--- config.mk ---
export PLATFORM = sky130hd
export DESIGN_NAME = light_bar_pair_matcher_unit
export DESIGN_NICKNAME = d
export VERILOG_FILES = /design/src/design/lbpm_pkg.sv /design/src/design/lbpm_front.sv /design/src/design/lbpm_job_queue.sv /design/src/design/lbpm_back.sv /design/src/design/light_bar_pair_matcher_unit.sv
export SDC_FILE = /design/constraint.sdc
export NUM_CORES = 2
export LEC_CHECK = 0
export ABC_AREA = 1
export BUFFER_PORTS_ARGS = -buffer_cell sky130_fd_sc_hd__buf_4
export CAP_MARGIN = 20
export CORE_MARGIN = 2
export CORE_UTILIZATION = 55
export CTS_BUF_LIST = sky130_fd_sc_hd__clkbuf_8 sky130_fd_sc_hd__clkbuf_16
export CTS_CLUSTER_SIZE = 8
export DETAILED_ROUTE_END_ITERATION = 10
export PLACE_DENSITY = 0.71
export SETUP_SLACK_MARGIN = 0.3
export SYNTH_ARGS = -nofsm -noshare
export SYNTH_HDL_FRONTEND = slang
export SYNTH_HIERARCHICAL = 1
export SYNTH_SLANG_ARGS = --single-unit
--- constraint.sdc ---
create_clock -name clk -period 18.61 [get_ports clk]
set_input_delay 0.9305 -clock clk [delete_from_list [all_inputs] [get_ports clk]]
set_output_delay 0.9305 -clock clk [all_outputs]
set_load 0.03 [all_outputs]
--- src/design/lbpm_pkg.sv ---
// Shared constants and types of the light bar pair matcher.
package lbpm_pkg;

  localparam int MAX_BARS   = 8;
  localparam int IDX_W      = $clog2(MAX_BARS);
  localparam int CNT_W      = $clog2(MAX_BARS + 1);
  localparam int RESULT_CAP = 28;
  localparam int RES_W      = $clog2(RESULT_CAP + 1);
  localparam int COORD_W    = 15;
  localparam int CFG_W      = 16;

  // configuration register indexes
  typedef enum logic [2:0] {
    CFG_WANTED_COLOR  = 3'd0,
    CFG_MIN_RATIO     = 3'd1,
    CFG_MIN_SMALL     = 3'd2,
    CFG_MAX_SMALL     = 3'd3,
    CFG_MIN_LARGE     = 3'd4,
    CFG_MAX_LARGE     = 3'd5,
    CFG_MAX_TANGENT   = 3'd6
  } cfg_idx_t;

  // one stored bar
  typedef struct packed {
    logic               color;
    logic [COORD_W-1:0] len;
    logic [COORD_W-1:0] cy;
    logic [COORD_W-1:0] cx;
    logic [COORD_W-1:0] by;
    logic [COORD_W-1:0] bx;
    logic [COORD_W-1:0] ty;
    logic [COORD_W-1:0] tx;
  } bar_t;

  // bar store write from the front end
  typedef struct packed {
    logic             we;
    logic             bank;
    logic [IDX_W-1:0] idx;
    bar_t             bar;
  } bar_wr_t;

  // one frame waiting for pair testing
  typedef struct packed {
    logic             bank;
    logic [CNT_W-1:0] count;
    logic             ovf;
  } job_t;

endpackage

--- src/design/lbpm_front.sv ---
// Front end: takes bar words, writes the bar store and queues finished frames.
module lbpm_front (
  input  logic                   clk,
  input  logic                   rst_n,
  input  logic                   in_tvalid,
  output logic                   in_tready,
  input  logic [111:0]           in_tdata,
  input  logic                   in_tuser,
  input  logic                   in_tlast,
  input  logic                   q_full,
  output logic                   q_push,
  output lbpm_pkg::job_t         q_job,
  output lbpm_pkg::bar_wr_t      bar_wr
);
  import lbpm_pkg::*;

  logic [CNT_W-1:0] count_r;
  logic             ovf_r;
  logic             bank_r;
  logic             accept;
  logic             room;

  assign in_tready = ~q_full;
  assign accept    = in_tvalid & in_tready;
  assign room      = count_r < CNT_W'(MAX_BARS);

  // store write
  always_comb begin
    bar_wr.we        = accept & room;
    bar_wr.bank      = bank_r;
    bar_wr.idx       = IDX_W'(count_r);
    bar_wr.bar.tx    = in_tdata[14:0];
    bar_wr.bar.ty    = in_tdata[29:15];
    bar_wr.bar.bx    = in_tdata[44:30];
    bar_wr.bar.by    = in_tdata[59:45];
    bar_wr.bar.cx    = in_tdata[74:60];
    bar_wr.bar.cy    = in_tdata[89:75];
    bar_wr.bar.len   = in_tdata[104:90];
    bar_wr.bar.color = in_tuser;
  end

  // frame hand-off
  assign q_push      = accept & in_tlast;
  assign q_job.bank  = bank_r;
  assign q_job.count = room ? count_r + CNT_W'(1) : count_r;
  assign q_job.ovf   = ovf_r | ~room;

  always_ff @(posedge clk) begin
    if (!rst_n) begin
      count_r <= '0;
      ovf_r   <= 1'b0;
      bank_r  <= 1'b0;
    end else if (accept) begin
      if (in_tlast) begin
        count_r <= '0;
        ovf_r   <= 1'b0;
        bank_r  <= ~bank_r;
      end else if (room) begin
        count_r <= count_r + CNT_W'(1);
      end else begin
        ovf_r <= 1'b1;
      end
    end
  end

endmodule

--- src/design/lbpm_job_queue.sv ---
// Two-entry queue of finished frames between front and back end.
module lbpm_job_queue (
  input  logic           clk,
  input  logic           rst_n,
  input  logic           push,
  input  lbpm_pkg::job_t push_job,
  input  logic           pop,
  output logic           full,
  output logic           valid,
  output lbpm_pkg::job_t head
);
  import lbpm_pkg::*;

  job_t       slot_r [2];
  logic       wr_ptr_r;
  logic       rd_ptr_r;
  logic [1:0] cnt_r;

  assign full  = cnt_r == 2'd2;
  assign valid = cnt_r != 2'd0;
  assign head  = slot_r[rd_ptr_r];

  always_ff @(posedge clk) begin
    if (push) slot_r[wr_ptr_r] <= push_job;
  end

  // pointers and fill level
  always_ff @(posedge clk) begin
    if (!rst_n) begin
      wr_ptr_r <= 1'b0;
      rd_ptr_r <= 1'b0;
      cnt_r    <= 2'd0;
    end else begin
      if (push) wr_ptr_r <= ~wr_ptr_r;
      if (pop)  rd_ptr_r <= ~rd_ptr_r;
      cnt_r <= cnt_r + 2'(push) - 2'(pop);
    end
  end

endmodule

--- src/design/lbpm_back.sv ---
// Back end: bar store, pair sequencer, shared multiplier and result register.
module lbpm_back (
  input  logic                      clk,
  input  logic                      rst_n,
  input  logic                      cfg_we,
  input  logic [2:0]                cfg_index,
  input  logic [lbpm_pkg::CFG_W-1:0] cfg_wdata,
  input  lbpm_pkg::bar_wr_t         bar_wr,
  input  logic                      job_valid,
  input  lbpm_pkg::job_t            job,
  output logic                      job_pop,
  output logic                      out_tvalid,
  input  logic                      out_tready,
  output logic [7:0]                out_tdata,
  output logic [2:0]                out_tuser,
  output logic                      out_tlast
);
  import lbpm_pkg::*;

  typedef enum logic [9:0] {
    S_IDLE  = 10'b0000000001,
    S_RDI   = 10'b0000000010,
    S_RDJ   = 10'b0000000100,
    S_CAP   = 10'b0000001000,
    S_BOX   = 10'b0000010000,
    S_SCAN  = 10'b0000100000,
    S_ARITH = 10'b0001000000,
    S_PUSH  = 10'b0010000000,
    S_NEXT  = 10'b0100000000,
    S_FIN   = 10'b1000000000
  } state_t;

  // configuration
  logic        wanted_r;
  logic [8:0]  ratio_r;
  logic [11:0] min_small_r, max_small_r, min_large_r, max_large_r;
  logic [15:0] tangent_r;

  always_ff @(posedge clk) begin
    if (!rst_n) begin
      wanted_r    <= 1'b0;
      ratio_r     <= 9'd179;
      min_small_r <= 12'd205;
      max_small_r <= 12'd819;
      min_large_r <= 12'd819;
      max_large_r <= 12'd1280;
      tangent_r   <= 16'd149;
    end else if (cfg_we) begin
      unique case (cfg_idx_t'(cfg_index))
        CFG_WANTED_COLOR: wanted_r    <= cfg_wdata[0];
        CFG_MIN_RATIO:    ratio_r     <= cfg_wdata[8:0];
        CFG_MIN_SMALL:    min_small_r <= cfg_wdata[11:0];
        CFG_MAX_SMALL:    max_small_r <= cfg_wdata[11:0];
        CFG_MIN_LARGE:    min_large_r <= cfg_wdata[11:0];
        CFG_MAX_LARGE:    max_large_r <= cfg_wdata[11:0];
        CFG_MAX_TANGENT:  tangent_r   <= cfg_wdata;
        default: ;
      endcase
    end
  end

  // bar store, two banks, one read port
  bar_t             mem [2**(IDX_W+1)];
  bar_t             rd_r;
  logic [IDX_W-1:0] addr_c;

  always_ff @(posedge clk) begin
    if (bar_wr.we) mem[{bar_wr.bank, bar_wr.idx}] <= bar_wr.bar;
    rd_r <= mem[{job.bank, addr_c}];
  end

  function automatic logic [COORD_W-1:0] min4(input logic [COORD_W-1:0] a, b, c, d);
    logic [COORD_W-1:0] p, q;
    p = (a < b) ? a : b;
    q = (c < d) ? c : d;
    return (p < q) ? p : q;
  endfunction

  function automatic logic [COORD_W-1:0] max4(input logic [COORD_W-1:0] a, b, c, d);
    logic [COORD_W-1:0] p, q;
    p = (a > b) ? a : b;
    q = (c > d) ? c : d;
    return (p > q) ? p : q;
  endfunction

  function automatic logic in_box(input logic [COORD_W-1:0] x, y,
                                  input logic [COORD_W:0] xl, xh, yl, yh);
    return ({1'b0, x} >= xl) && ({1'b0, x} < xh) && ({1'b0, y} >= yl) && ({1'b0, y} < yh);
  endfunction

  state_t             state_r;
  logic [IDX_W-1:0]   i_r, j_r, k_r;
  bar_t               bi_r, bj_r;
  logic [COORD_W:0]   xl_r, xh_r, yl_r, yh_r;
  logic [COORD_W-1:0] dx_r, dy_r, sh_r, lo_r;
  logic [COORD_W:0]   s_r;
  logic [3:0]         step_r;
  logic [27:0]        mul_a, mul_b;
  logic [55:0]        prod_r;
  logic [29:0]        dxx_r;
  logic [48:0]        d2_r;
  logic               ratio_ok_r, angle_ok_r, a_ok_r, b_ok_r, c_le_r, c_gt_r;
  logic               pend_v_r, pend_large_r, new_large_r;
  logic [IDX_W-1:0]   pend_i_r, pend_j_r;
  logic [RES_W-1:0]   nres_r;
  logic               can_push;
  logic               load_out_c;
  logic               skip_c, hit_c, qual_c;
  logic [COORD_W-1:0] xmin_c, xmax_c, ymin_c, ymax_c;

  assign can_push   = ~out_tvalid | out_tready;
  // a new result word enters the output register this cycle
  assign load_out_c = ((state_r == S_PUSH) || (state_r == S_FIN)) && can_push;

  // read address by phase
  always_comb begin
    unique case (state_r)
      S_RDI:   addr_c = i_r;
      S_RDJ:   addr_c = j_r;
      S_SCAN:  addr_c = k_r + IDX_W'(1);
      default: addr_c = '0;
    endcase
  end

  // containment of the bar now on the read port
  assign skip_c = ({rd_r.cy, rd_r.cx} == {bi_r.cy, bi_r.cx}) ||
                  ({rd_r.cy, rd_r.cx} == {bj_r.cy, bj_r.cx});
  assign hit_c  = ~skip_c &&
                  (in_box(rd_r.tx, rd_r.ty, xl_r, xh_r, yl_r, yh_r) ||
                   in_box(rd_r.bx, rd_r.by, xl_r, xh_r, yl_r, yh_r) ||
                   in_box(rd_r.cx, rd_r.cy, xl_r, xh_r, yl_r, yh_r));

  assign xmin_c = min4(bi_r.tx, bi_r.bx, bj_r.tx, bj_r.bx);
  assign xmax_c = max4(bi_r.tx, bi_r.bx, bj_r.tx, bj_r.bx);
  assign ymin_c = min4(bi_r.ty, bi_r.by, bj_r.ty, bj_r.by);
  assign ymax_c = max4(bi_r.ty, bi_r.by, bj_r.ty, bj_r.by);

  // shared multiplier operands, one product per step
  always_comb begin
    case (step_r)
      4'd0:    begin mul_a = 28'(dx_r);        mul_b = 28'(dx_r); end
      4'd1:    begin mul_a = 28'(dy_r);        mul_b = 28'(dy_r); end
      4'd2:    begin mul_a = 28'(ratio_r);     mul_b = 28'(lo_r); end
      4'd3:    begin mul_a = 28'(tangent_r);   mul_b = 28'(dx_r); end
      4'd4:    begin mul_a = 28'(min_small_r); mul_b = 28'(s_r);  end
      4'd6:    begin mul_a = 28'(max_small_r); mul_b = 28'(s_r);  end
      4'd8:    begin mul_a = 28'(min_large_r); mul_b = 28'(s_r);  end
      4'd10:   begin mul_a = 28'(max_large_r); mul_b = 28'(s_r);  end
      4'd5, 4'd7, 4'd9, 4'd11:
               begin mul_a = prod_r[27:0];     mul_b = prod_r[27:0]; end
      default: begin mul_a = '0;               mul_b = '0; end
    endcase
  end

  assign qual_c = ratio_ok_r & angle_ok_r &
                  ((a_ok_r & b_ok_r) | (c_le_r & (56'(d2_r) < prod_r)));

  always_ff @(posedge clk) prod_r <= mul_a * mul_b;

  // consume the previous step's product
  always_ff @(posedge clk) begin
    if (state_r == S_ARITH) begin
      case (step_r)
        4'd1:  dxx_r      <= prod_r[29:0];
        4'd2:  d2_r       <= {31'(dxx_r) + 31'(prod_r[29:0]), 18'b0};
        4'd3:  ratio_ok_r <= 56'({sh_r, 8'b0}) > prod_r;
        4'd4:  angle_ok_r <= 56'({dy_r, 8'b0}) < prod_r;
        4'd6:  a_ok_r     <= prod_r <= 56'(d2_r);
        4'd8:  b_ok_r     <= 56'(d2_r) < prod_r;
        4'd10: begin
          c_le_r <= prod_r <= 56'(d2_r);
          c_gt_r <= 56'(d2_r) > prod_r;
        end
        default: ;
      endcase
    end
  end

  // pair data and box
  always_ff @(posedge clk) begin
    if (state_r == S_RDJ) bi_r <= rd_r;
    if (state_r == S_CAP) bj_r <= rd_r;
    if (state_r == S_BOX) begin
      xl_r <= {1'b0, xmin_c & 15'h7FF0};
      xh_r <= {1'b0, xmax_c & 15'h7FF0} + 16'd16;
      yl_r <= {1'b0, ymin_c & 15'h7FF0};
      yh_r <= {1'b0, ymax_c & 15'h7FF0} + 16'd16;
      dx_r <= (bi_r.cx > bj_r.cx) ? bi_r.cx - bj_r.cx : bj_r.cx - bi_r.cx;
      dy_r <= (bi_r.cy > bj_r.cy) ? bi_r.cy - bj_r.cy : bj_r.cy - bi_r.cy;
      sh_r <= (bi_r.len < bj_r.len) ? bi_r.len : bj_r.len;
      lo_r <= (bi_r.len < bj_r.len) ? bj_r.len : bi_r.len;
      s_r  <= 16'(bi_r.len) + 16'(bj_r.len);
    end
  end

  // sequencer
  always_ff @(posedge clk) begin
    if (!rst_n) begin
      state_r    <= S_IDLE;
      i_r        <= '0;
      j_r        <= '0;
      k_r        <= '0;
      step_r     <= '0;
      pend_v_r   <= 1'b0;
      nres_r     <= '0;
      out_tvalid <= 1'b0;
    end else begin
      if (out_tvalid && out_tready && !load_out_c) out_tvalid <= 1'b0;
      unique case (state_r)
        S_IDLE: begin
          if (job_valid) begin
            i_r     <= '0;
            j_r     <= IDX_W'(1);
            state_r <= (job.count < CNT_W'(2)) ? S_FIN : S_RDI;
          end
        end
        S_RDI: state_r <= S_RDJ;
        S_RDJ: state_r <= S_CAP;
        S_CAP: begin
          if (bi_r.color == wanted_r && rd_r.color == wanted_r) state_r <= S_BOX;
          else state_r <= S_NEXT;
        end
        S_BOX: begin
          k_r     <= '0;
          state_r <= S_SCAN;
        end
        S_SCAN: begin
          if (hit_c) begin
            state_r <= S_NEXT;
          end else if (CNT_W'(k_r) == job.count - CNT_W'(1)) begin
            step_r  <= '0;
            state_r <= S_ARITH;
          end else begin
            k_r <= k_r + IDX_W'(1);
          end
        end
        S_ARITH: begin
          if (step_r == 4'd12) begin
            if (!qual_c) begin
              state_r <= S_NEXT;
            end else if (!pend_v_r) begin
              pend_v_r     <= 1'b1;
              pend_i_r     <= i_r;
              pend_j_r     <= j_r;
              pend_large_r <= c_gt_r;
              nres_r       <= nres_r + RES_W'(1);
              state_r      <= (nres_r + RES_W'(1) == RES_W'(RESULT_CAP)) ? S_FIN : S_NEXT;
            end else begin
              new_large_r <= c_gt_r;
              state_r     <= S_PUSH;
            end
          end else begin
            step_r <= step_r + 4'd1;
          end
        end
        S_PUSH: begin
          if (can_push) begin
            out_tvalid   <= 1'b1;
            out_tdata    <= {2'b00, 3'(pend_j_r), 3'(pend_i_r)};
            out_tuser    <= {job.ovf, 1'b1, pend_large_r};
            out_tlast    <= 1'b0;
            pend_i_r     <= i_r;
            pend_j_r     <= j_r;
            pend_large_r <= new_large_r;
            nres_r       <= nres_r + RES_W'(1);
            state_r      <= (nres_r + RES_W'(1) == RES_W'(RESULT_CAP)) ? S_FIN : S_NEXT;
          end
        end
        S_NEXT: begin
          if (CNT_W'(j_r) + CNT_W'(1) < job.count) begin
            j_r     <= j_r + IDX_W'(1);
            state_r <= S_RDI;
          end else if (CNT_W'(i_r) + CNT_W'(2) < job.count) begin
            i_r     <= i_r + IDX_W'(1);
            j_r     <= i_r + IDX_W'(2);
            state_r <= S_RDI;
          end else begin
            state_r <= S_FIN;
          end
        end
        S_FIN: begin
          if (can_push) begin
            out_tvalid <= 1'b1;
            out_tlast  <= 1'b1;
            if (pend_v_r) begin
              out_tdata <= {2'b00, 3'(pend_j_r), 3'(pend_i_r)};
              out_tuser <= {job.ovf, 1'b1, pend_large_r};
            end else begin
              out_tdata <= '0;
              out_tuser <= {job.ovf, 2'b00};
            end
            pend_v_r <= 1'b0;
            nres_r   <= '0;
            state_r  <= S_IDLE;
          end
        end
        default: state_r <= S_IDLE;
      endcase
    end
  end

  assign job_pop = (state_r == S_FIN) && can_push;

endmodule

--- src/design/light_bar_pair_matcher_unit.sv ---
// Top level of the light bar pair matcher.
// Bars are taken one word per cycle while in_tready is high and written to a
// two-bank bar store; the word that carries tlast closes the frame and queues
// it for pair testing, so the next frame can load while the last one is tested
// (up to two frames held, in_tready drops while both banks are busy). Every
// pair i < j is tested in load order by one sequencer: it reads both bars,
// captures them and builds their box, scans the stored bars for containment,
// runs the length ratio, distance windows and angle through the shared
// multiplier and then steps to the next pair. Results leave through an output
// register: found clear means no pair was found, and tlast marks the last
// result of a frame. Config writes belong to idle time.
module light_bar_pair_matcher_unit (
  input  logic                       clk,
  input  logic                       rst_n,
  input  logic                       cfg_we,
  input  logic [2:0]                 cfg_index,
  input  logic [lbpm_pkg::CFG_W-1:0] cfg_wdata,
  input  logic                       in_tvalid,
  output logic                       in_tready,
  // top_x, top_y, bottom_x, bottom_y, mid_x, mid_y, bar_length, zero fill
  input  logic [111:0]               in_tdata,
  // bar_color
  input  logic                       in_tuser,
  input  logic                       in_tlast,
  output logic                       out_tvalid,
  input  logic                       out_tready,
  // first_index, second_index, zero fill
  output logic [7:0]                 out_tdata,
  // is_large, found, dropped_bars
  output logic [2:0]                 out_tuser,
  output logic                       out_tlast
);
  import lbpm_pkg::*;

  logic    q_full, q_push, q_valid, q_pop;
  job_t    q_job, q_head;
  bar_wr_t bar_wr;

  lbpm_front u_front (
    .clk       (clk),
    .rst_n     (rst_n),
    .in_tvalid (in_tvalid),
    .in_tready (in_tready),
    .in_tdata  (in_tdata),
    .in_tuser  (in_tuser),
    .in_tlast  (in_tlast),
    .q_full    (q_full),
    .q_push    (q_push),
    .q_job     (q_job),
    .bar_wr    (bar_wr)
  );

  lbpm_job_queue u_queue (
    .clk      (clk),
    .rst_n    (rst_n),
    .push     (q_push),
    .push_job (q_job),
    .pop      (q_pop),
    .full     (q_full),
    .valid    (q_valid),
    .head     (q_head)
  );

  lbpm_back u_back (
    .clk        (clk),
    .rst_n      (rst_n),
    .cfg_we     (cfg_we),
    .cfg_index  (cfg_index),
    .cfg_wdata  (cfg_wdata),
    .bar_wr     (bar_wr),
    .job_valid  (q_valid),
    .job        (q_head),
    .job_pop    (q_pop),
    .out_tvalid (out_tvalid),
    .out_tready (out_tready),
    .out_tdata  (out_tdata),
    .out_tuser  (out_tuser),
    .out_tlast  (out_tlast)
  );

endmodule

==> out/qor.csv <==
metric;value;unit
Crit path required time;19.46;ns
HPWL after detailed placement;231;mm
clock skew;0.106;ns
startpoint types;flip-flop;
clock slew at reported path FFs;0.05;ns
Initial Utilization;0.552;
initial DRC count;10200;
Netlist cell types;63;
clk buf depth;4;
ranking of synthesized cells by area;edfxtp_1, fa_1, ha_1;
initial antenna violation count;29;
critical path class;flip-flop to flip-flop;
async set-reset flop share out of synthesis;0;
Overflow after GRT;0;
TritonCTS Buffers;352;
warnings from Yosys;6;
status;finished clean;
# IOs;152;
peak supply drop;0.108;mV
Root Buffer;clkbuf_16;
final-report max-slew violation count;0;
Post-synth top cells;edfxtp_1, nor2_1, nand2_1;
Yosys top cell area share;0.481;
CTS tree;built;
share of layout cells above drive strength 1;0.0579;
gr usage total;0.295;
Post-CTS Setup Bufs;0;
Rel. slew slack;0.182;
Rows;180;
Max FO, Critical Path;23;
Critical Path Max Stage Delay;0.83;ns
Horiz. Die Dim;495;um
antenna viol nets, final;0;
CP arrival;11.00;ns
Mapped Area;133000;sq um
RSZ-0062 raised after global routing;false;
worst hold path type;input pin to flip-flop;
per-cell routed wire length;22.5;um
number of synthesized flops with an enable pin;2126;
Hold-fix buffers, CTS;0;
Area Overhead vs Synth;9.81;%
global-route wire length before repair;550;mm
Final Total Pwr;12100;uW
via count;93800;
Hold Fails Final Rpt;0;
Via-to-Cell Ratio;5.80;
Mapped Cells;12800;
vias in the first global route;93500;
period utilization;0.546;
I/O Buffers;142;
final wirelength;364;mm
Syn Area/Cell;10.4;sq um
Power Density;83.0;nW/um^2
Tmin final;10.15;ns
Slowest cell on crit path;inv_1;
Achievable Freq;98.5;MHz
sequential fraction of the synthesis area;0.523;
# setup viols final;0;
chip height;495;um
nets;14200;
MaxCap Viol Count;0;
DIE AREA;245000;sq um
Std-Cell Core Area;240000;sq um
Main synth FF type;edfxtp_1;
CP Capture Type;flip-flop;
CTS Sinks;2403;
cts repair resizes;0;
H-Tree Depth;5;
most used cell, CP;inv_1;
pin count of the biggest net entering global routing;254;
Worst Tran Pin Value;1.22;ns
DR DRC count;0;
setup TNS;0;ns
drt first pass iters;6;
Clk Latency, worst-skew pair;0.97;ns
#FFs+latches synth;2403;
count leader, synth;edfxtp_1;
Yosys top cell by area;edfxtp_1;
Placer Congestion;0.972;
Pleak;0.0595;uW
## power breakdown
part / switching (uW) / leakage, uW / internal, uW
clock: 2190 / 0.00550 / 3400
sequential: 77.9 / 0.0215 / 5960
combinational: 326 / 0.0325 / 141
## critical path: cells and delay by family, from the launching register on
family                     cells  cell delay (ns)
buffers and inverters         10             1.87
AOI/OAI and AO/OA              3             1.18
xor gates and xnor gates       1             0.14
and+or+nand+nor                8             2.35
DFF                            1             0.42
adders and majority gates      9             4.10
## metrics by stage
step | instances | utilization | setup slack (ns) | cell area, sq um | hold WS [ns]
after floorplan | 12800 | - | 9.92 | 133000 | 0.404
after global placement | 15600 | 0.566 | 8.80 | 136000 | 0.408
after detailed placement | 15600 | 0.566 | 8.68 | 136000 | 0.415
after CTS | 16200 | 0.606 | 8.68 | 146000 | 0.187
after global routing | 16200 | 0.607 | 8.05 | 146000 | 0.216
final | 16200 | 0.607 | 8.46 | 146000 | 0.246
## kinds of logic after synthesis
kind of cell	synth area share
DFF	0.523
and+or+nand+nor	0.131
adders and majority gates	0.164
AOI/OAI and AO/OA	0.0944
muxes	0.000764
xor gates and xnor gates	0.0132
buffers and inverters	0.0729
other	0.0000283
## layout make-up
cell class | count | area (sq um)
antenna | 12 | 30.0
inverter | 1707 | 6430
sequential | 2403 | 69400
clock inverter | 206 | 866
clock buffer | 357 | 8930
tap | 3185 | 3990
timing repair buffer | 273 | 2220
fill | 19100 | 94400
multi-input combinational | 8026 | 53800
## registers in the layout, summed over array words and instances, names as in the netlist, 15 cells and up, named ones only
name / flops
u_back/dx_r: 15
u_back/bi_r: 106
u_back/bj_r: 105
u_back/dy_r: 15
u_back/sh_r: 15
u_back/rd_r: 106
u_back/tangent_r: 16
u_back/d2_r: 31
u_back/prod_r: 56
u_back/s_r: 16
u_back/lo_r: 15
u_back/mem: 1696
u_back/dxx_r: 30
## metal layers
layer  routed length, um  share of wire  vias to the layer above  GRT usage
met5                 210        0.00058                        -          0
met4               17900          0.049                       32      0.135
met3               34000          0.094                      965     0.0582
met2              171000           0.47                     4442      0.479
met1              141000           0.39                    45700      0.383
li1                    -              -                    42700          -
## worst paths after layout
check | to | slack, ns | depth (start not counted) | from
setup / recovery | u_back/prod_r[43] | 8.46 | 31 | u_back/step_r[0]
setup reg to reg | u_back/prod_r[43] | 8.46 | 31 | u_back/step_r[0]
hold reg to reg | u_back/bj_r[99] | 0.39 | 0 | u_back/rd_r[99]
hold / removal | u_back/mem[0][94] | 0.25 | 1 | in_tdata[94]
## placed cells by master (no fill, tap or decap), types with 7 or more instances in the layout
master,n
nor2_4,22
nand3_1,547
a211oi_1,11
inv_2,22
buf_12,12
o21a_1,126
a21o_1,29
xnor2_1,74
inv_1,1870
nor4_1,16
and3_1,8
a31oi_1,28
ha_1,654
a22oi_1,9
o221ai_1,9
o211ai_1,330
nor3_1,58
nor2_2,16
clkinv_1,7
buf_4,260
nand2_2,8
edfxtp_1,2126
and2_1,19
clkbuf_16,357
o21ai_1,237
o21ai_0,954
or2_2,9
diode_2,12
nand4_1,67
o22ai_1,14
xor2_1,126
nor2_1,1780
nand2_1,1718
a21oi_1,373
dfxtp_1,277
fa_1,680
a221oi_1,19
o21bai_1,12
No activity file was read; power rests on OpenSTA's default activity.
